<file path="src/sv/twcf_pkg.sv">
// Shared types and constants for the texture window CLUT fetch block.
// No dependencies; imported by twcf_ctrl, twcf_dp and the top level (twcf_ram does not use it).
`timescale 1ns / 1ps
`default_nettype none

package twcf_pkg;

  // Video memory geometry
  localparam int unsigned MEM_COLUMNS_DEF = 1024;
  localparam int unsigned MEM_ROWS_DEF    = 512;

  // Configuration port
  localparam int unsigned CFG_IDX_W  = 3;
  localparam int unsigned CFG_DATA_W = 15;

  localparam logic [CFG_IDX_W-1:0] CFG_PAGE_CONTROL     = 3'd0;
  localparam logic [CFG_IDX_W-1:0] CFG_PALETTE_LOCATION = 3'd1;
  localparam logic [CFG_IDX_W-1:0] CFG_WINDOW_MASK_X    = 3'd2;
  localparam logic [CFG_IDX_W-1:0] CFG_WINDOW_MASK_Y    = 3'd3;
  localparam logic [CFG_IDX_W-1:0] CFG_WINDOW_OFFSET_X  = 3'd4;
  localparam logic [CFG_IDX_W-1:0] CFG_WINDOW_OFFSET_Y  = 3'd5;

  localparam int unsigned PAGE_W = 9;
  localparam int unsigned PAL_W  = 15;
  localparam int unsigned WIN_W  = 5;

  // Item commands
  localparam logic CMD_WRITE  = 1'b0;
  localparam logic CMD_SAMPLE = 1'b1;

  // Colour modes
  localparam logic [1:0] MODE_4BIT = 2'd0;
  localparam logic [1:0] MODE_8BIT = 2'd1;

  localparam int unsigned WORD_W = 16;
  localparam int unsigned TEX_W  = 8;

  // Controller -> datapath
  typedef struct packed {
    logic write;     // store one word
    logic fetch;     // read texel word at the page position
    logic clut;      // read palette entry from the fetched index
    logic load_out;  // capture RAM read data into the output register
  } ctrl_cmd_t;

  // Datapath -> controller
  typedef struct packed {
    logic indexed;   // colour mode goes through the palette
    logic out_free;  // output register can take a result this cycle
  } dp_status_t;

endpackage

`default_nettype wire

</file>
<file path="src/sv/twcf_ctrl.sv">
// Sequencer for the texel fetch: accept, texel read, optional palette read.
// Depends on twcf_pkg.
`timescale 1ns / 1ps
`default_nettype none

module twcf_ctrl (
  input  wire logic                 clk_i,
  input  wire logic                 rst_ni,
  input  wire logic                 in_valid_i,
  input  wire logic                 command_i,
  output logic                      in_stall_o,
  input  wire twcf_pkg::dp_status_t status_i,
  output twcf_pkg::ctrl_cmd_t       cmd_o
);
  import twcf_pkg::*;

  localparam logic [1:0] ST_IDLE  = 2'd0;
  localparam logic [1:0] ST_TEXEL = 2'd1;  // texel word arrives from RAM
  localparam logic [1:0] ST_CLUT  = 2'd2;  // palette entry arrives from RAM

  logic [1:0] state_q, state_d;
  logic       done;
  logic       ready;
  logic       accept;

  // result goes to the output register this cycle
  assign done = ((state_q == ST_TEXEL) && !status_i.indexed && status_i.out_free) ||
                ((state_q == ST_CLUT) && status_i.out_free);

  assign ready      = (state_q == ST_IDLE) || done;
  assign in_stall_o = !ready;
  assign accept     = in_valid_i && ready;

  assign cmd_o.write    = accept && (command_i == CMD_WRITE);
  assign cmd_o.fetch    = accept && (command_i == CMD_SAMPLE);
  assign cmd_o.clut     = (state_q == ST_TEXEL) && status_i.indexed;
  assign cmd_o.load_out = done;

  always_comb begin
    state_d = state_q;
    case (state_q)
      ST_IDLE: begin
        state_d = ST_IDLE;
      end
      ST_TEXEL: begin
        if (status_i.indexed) begin
          state_d = ST_CLUT;
        end else if (done) begin
          state_d = ST_IDLE;
        end
      end
      ST_CLUT: begin
        if (done) begin
          state_d = ST_IDLE;
        end
      end
      default: begin
        state_d = ST_IDLE;
      end
    endcase
    if (cmd_o.fetch) begin
      state_d = ST_TEXEL;
    end
  end

  always_ff @(posedge clk_i or negedge rst_ni) begin
    if (!rst_ni) begin
      state_q <= ST_IDLE;
    end else begin
      state_q <= state_d;
    end
  end

endmodule

`default_nettype wire

</file>
<file path="config.mk">
export PLATFORM = sky130hd
export DESIGN_NAME = twcf_ctrl
export DESIGN_NICKNAME = d
export VERILOG_FILES = /design/src/sv/twcf_pkg.sv /design/src/sv/twcf_ctrl.sv
export SDC_FILE = /design/constraint.sdc
export NUM_CORES = 1
export LEC_CHECK = 0
export BUFFER_PORTS_ARGS = -buffer_cell sky130_fd_sc_hd__buf_2
export CAP_MARGIN = 20
export CORE_AREA = 2 2 39 41
export CTS_CLUSTER_DIAMETER = 30
export DETAILED_ROUTE_END_ITERATION = 8
export DIE_AREA = 0 0 41 43
export GPL_TIMING_DRIVEN = 0
export SLEW_MARGIN = 20
export SYNTH_ARGS = -nofsm -noshare
export SYNTH_HDL_FRONTEND = slang
export SYNTH_SLANG_ARGS = --single-unit
</file>
<file path="constraint.sdc">
create_clock -name clk_i -period 1.1 [get_ports clk_i]
set_input_delay 0.11 -clock clk_i [delete_from_list [all_inputs] [get_ports clk_i]]
set_output_delay 0.11 -clock clk_i [all_outputs]
set_load 0.02 [all_outputs]
</file>
=== Yosys cells after proc, flatten, opt, wreduce, memory -nomap -nowiden ===
Cells that the tools add are included.
Widths: inputs -> output; s select.

* Flip-flop bits (word level): 2
* Output and inout port bits: 5
* Logic and storage cells: 20

* Eq/ne operators: 2
* Muxes and demuxes: 4
* Bitwise operators: 1
* Reduce and logical (&&, ||, !) cells: 12

{| class="wikitable"
|+ Operators by type and width
! operator !! number
|-
| $logic_and 1x1->1 || 7
|-
| $mux 2 || 3
|-
| $pmux 2 s2 || 1
|-
| $eq 2x1->1 const B || 1
|-
| $eq 2x2->1 const B || 1
|-
| $logic_not 1->1 || 2
|-
| $logic_not 2->1 || 1
|-
| $logic_or 1x1->1 || 2
|-
| $not 1->1 || 1
|}

=== Depth between registers and ports, before layout ===
* Word-level depth: 8
* Gate-level depth with buffers: 6
* Gate-level depth less buffers: 5

=== Worst setup path before layout ===
Ideal clock, no wire load.

* Path type: flip-flop to output port
* Start point: register state_q[0]
* End point: output port cmd_o[3] in the netlist's numbering
* Data arrival time: 1288 ps
* Required time: 990 ps
* Setup slack: -298 ps
* Cell stages (with the launch flop): 5
* Buffers on the path: 0
* Cells stage by stage: dfrtp_1 inv_1 ha_1 nor2_1 a211oi_1

{| class="wikitable"
|+ RTL lines
! element !! line !! source
|-
| start: declaration || twcf_ctrl.sv:21 || <nowiki>logic [1:0] state_q, state_d;</nowiki>
|-
| start signal: assignment || twcf_ctrl.sv:70 || <nowiki>state_q <= state_d;</nowiki>
|-
| end: declaration || twcf_ctrl.sv:13 || <nowiki>output twcf_pkg::ctrl_cmd_t cmd_o</nowiki>
|}

=== Worst setup path in the final report ===
* Start point: register state_q[1]
* End point: output port cmd_o[0] in the netlist's numbering

* Cells in the longest elaborated chain, start to end: 4
* Elaborated cells on any way between the ends: 6
* Those cells by class: eq/ne: 2; reduce/logical: 4

{| class="wikitable"
|+ RTL lines
! element !! line !! source
|-
| $eq 2x1->1 || twcf_ctrl.sv:27 || <nowiki>assign done = ((state_q == ST_TEXEL) && !status_i.indexed && status_i.out_free) ||</nowiki>
|-
| $logic_and 1x1->1 (2 in a row) || twcf_ctrl.sv:27 ||
|-
| $logic_or 1x1->1 (*) || twcf_ctrl.sv:27 ||
|}

Mark *: on every way between the ends. The rest lies on a longest branch, timed or not.

==> impl_results.md <==
- Crit Path Class: flip-flop to output pin
- Outcome: complete, but fails checks
- Gpl congestion: 0.641
- All-Layer GR Usage: 0.0804
- Synth Area in Adders: 0.178
- Worst Max-Slew Pin Slew: 219 ps
- Inserted Clock Buffers: 3
- Main combinational cell family by area after synthesis: compound AO/OA/AOI/OAI gates
- Routed vias/inst: 3.95
- Violated checks: negative setup slack
- Post-Synth XOR/XNOR Area: 0
- P_leak: 0.235 nW
- Antenna violations before repair: 0
- Synth warn: 0
- Crit share post-route: 1.38
- Layout Skew: 1.20 ps
- DR pass1 iterations: 1
- Mean post-synth cell area: 8.81 um2
- CP Max Fanout: 3
- Commonest non-fill, non-tap cell in the layout: buf_4
- Clock-pin transition on the worst setup and hold timing paths: 30 ps
- Area leader, netlist: dfrtp_1
- Synth Cell Area: 211 um2
- Share of cells above drive strength 1: 0.848
- Cell Rows: 14
- Max reg flops: 2
- I/O pin cnt: 11
- Register bit count reported by yosys: 2
- Final worst slack: -414 ps
- Vias: 245
- Die height: 43 um
- Gr ovfl total: 0
- Library cells used by synthesis: 15
- Worst flop-to-flop path startpoint: state_q[1]$_DFF_PN0_
- Post-synthesis mux area share: 0
- Hpwl dp: 386 um
- Final instance area: 488 um2
- Nets@finish: 57
- Clock sink count: 2
- Synth Area in Simple Gates: 0.166
- CP Capture Type: output pin
- Die area: 1760 um2
- Vias in the first global route: 246
- Synth Area in Compound Gates: 0.278
- 1st-iter DRT viols: 0
- Top post-synthesis cells by area: dfrtp_1, ha_1, inv_1
- Buffers on Ports: 10
- Area of the core: 1380 um2
- DRC violations left: 0
- Setup crit start: state_q[1]$_DFF_PN0_
- Largest buffer count on any clock path: 2
- CTS tree: built
- RSZ-0062 raised after global routing: true
- Post-layout power: 0.396 mW
- Critical path required time: 990 ps
- FILL cells: 155
- Avg WL per Cell: 9.66 um
- Placement Cell Area: 302 um2
- Largest net degree at the start of global routing: 5
- Htree depth: 1
- Critical Path Start Type: flip-flop
- Synth Instances: 24
- Most frequent cells in the layout: buf_4, buf_6, buf_2
- Sequential area share after synthesis: 0.237
- Fmax: 0.661 GHz
- P per Cell Area: 812 nW/um2
- Final wirelength: 599 um
- Maxcap violations: 0
- Synth top area share: 0.237
- Final hold violation count: 0
- R2R setup slack: -330 ps
- Setup TNS: -2360 ps
- Worst skew pair latency: 220 ps
- Fin crit period: 1510 ps
- First-pass GRT wire length: 876 um
- Root Driver: clkbuf_4
- Pre-CTS setup slack: -311 ps
- Die Width: 41 um
- Slew HR: 0.854
- Multi-input gate area: 209 um2
- Net Count, Synth: 33
- DRT antenna net count: 0
- Largest Register: state_q
- Synthesis-to-layout area growth: 131%
- Worst EP arrival: 1400 ps
- Number of inserted diodes: 0
- Starting Density: 0.153
- Worst-case reg-to-reg path depth: 7
- Top Registers: state_q: 2 flops
- Maximum vdd ir drop: 0.447 mV
- Slew Viols, Final: 0
- Worst Hold Class: primary input to asynchronous set/reset pin
- Terminus of the critical flop-to-flop path: state_q[0]$_DFF_PN0_
- Setup-failing EPs final: 7
- FF/Latch Area: 51.3 um2
[worst max path at each step]
stage          slack (ps)  depth (start not counted)              endpoint
5_1_grt              -470                          6              cmd_o[0]
2_1_floorplan        -190                          5  state_q[1]$_DFF_PN0_
3_3_place_gp         -290                          6              cmd_o[0]
6_report             -410                          6              cmd_o[0]
3_5_place_dp         -310                          6              cmd_o[0]
4_1_cts              -450                          6              cmd_o[3]
[per-layer routing]
layer	track usage	share of wire
met1	0.0774	0.31
met2	0.119	0.63
met3	0.0157	0.055
met4	0.100	0
met5	0	0
[worst max-delay path, cell delays in order, from the launching register on]
cell and delay, ps:
dfrtp_1 370, buf_4 150, ha_4 160, nand2b_4 140, and2_4 130, buf_6 100, buf_6 120
[cells in the mapped netlist]
library cell and instances:
a211oi_1 2, a211oi_2 1, a21oi_1 1, a41o_1 1, and2_2 1, buf_4 1
dfrtp_1 2, ha_1 3, inv_1 6, nand2_1 1, nand2b_1 1, nand2b_4 1
nor2_1 1, o211ai_1 1, o21ai_2 1
[per-stage QoR]
stage	cells	hold WS, ps	utilization
4_1_cts	60	180	0.324
6_report	62	193	0.353
3_5_place_dp	50	-104	0.218
2_1_floorplan	24	-186	-
5_1_grt	62	194	0.353
3_3_place_gp	50	-103	0.218
[report_power, final]
part / total (mW) / internal, mW / switching (mW)
Sequential: 0.0817 / 0.0777 / 0.00405
Combinational: 0.150 / 0.0792 / 0.0706
Clock: 0.165 / 0.121 / 0.0441
[timing repair]
action                                 4_1_cts  5_1_grt
gates resized for setup                     20        5
gates cloned                                 0        0
buffers inserted                             6        2
pin swaps                                    3        2
endpoints found under the hold margin        2        0
hold buffers                                 1        0
setup endpoints to repair                    7        7
[cells by family after synthesis]
kind of cell / count (synthesis)
buffers and inverters: 7
adders and majority gates: 3
and+or+nand+nor: 5
AOI/OAI and AO/OA: 7
DFF: 2
[area by class of cell]
| type | instances | share of cell area |
|---|---|---|
| clock buffer | 3 | 0.0462 |
| timing repair buffer | 19 | 0.310 |
| sequential | 2 | 0.105 |
| multi-input combinational | 15 | 0.428 |
| tap | 16 | 0.0410 |
| inverter | 6 | 0.0462 |
| buffer | 1 | 0.0231 |
Power figures use the tool's default switching activity.
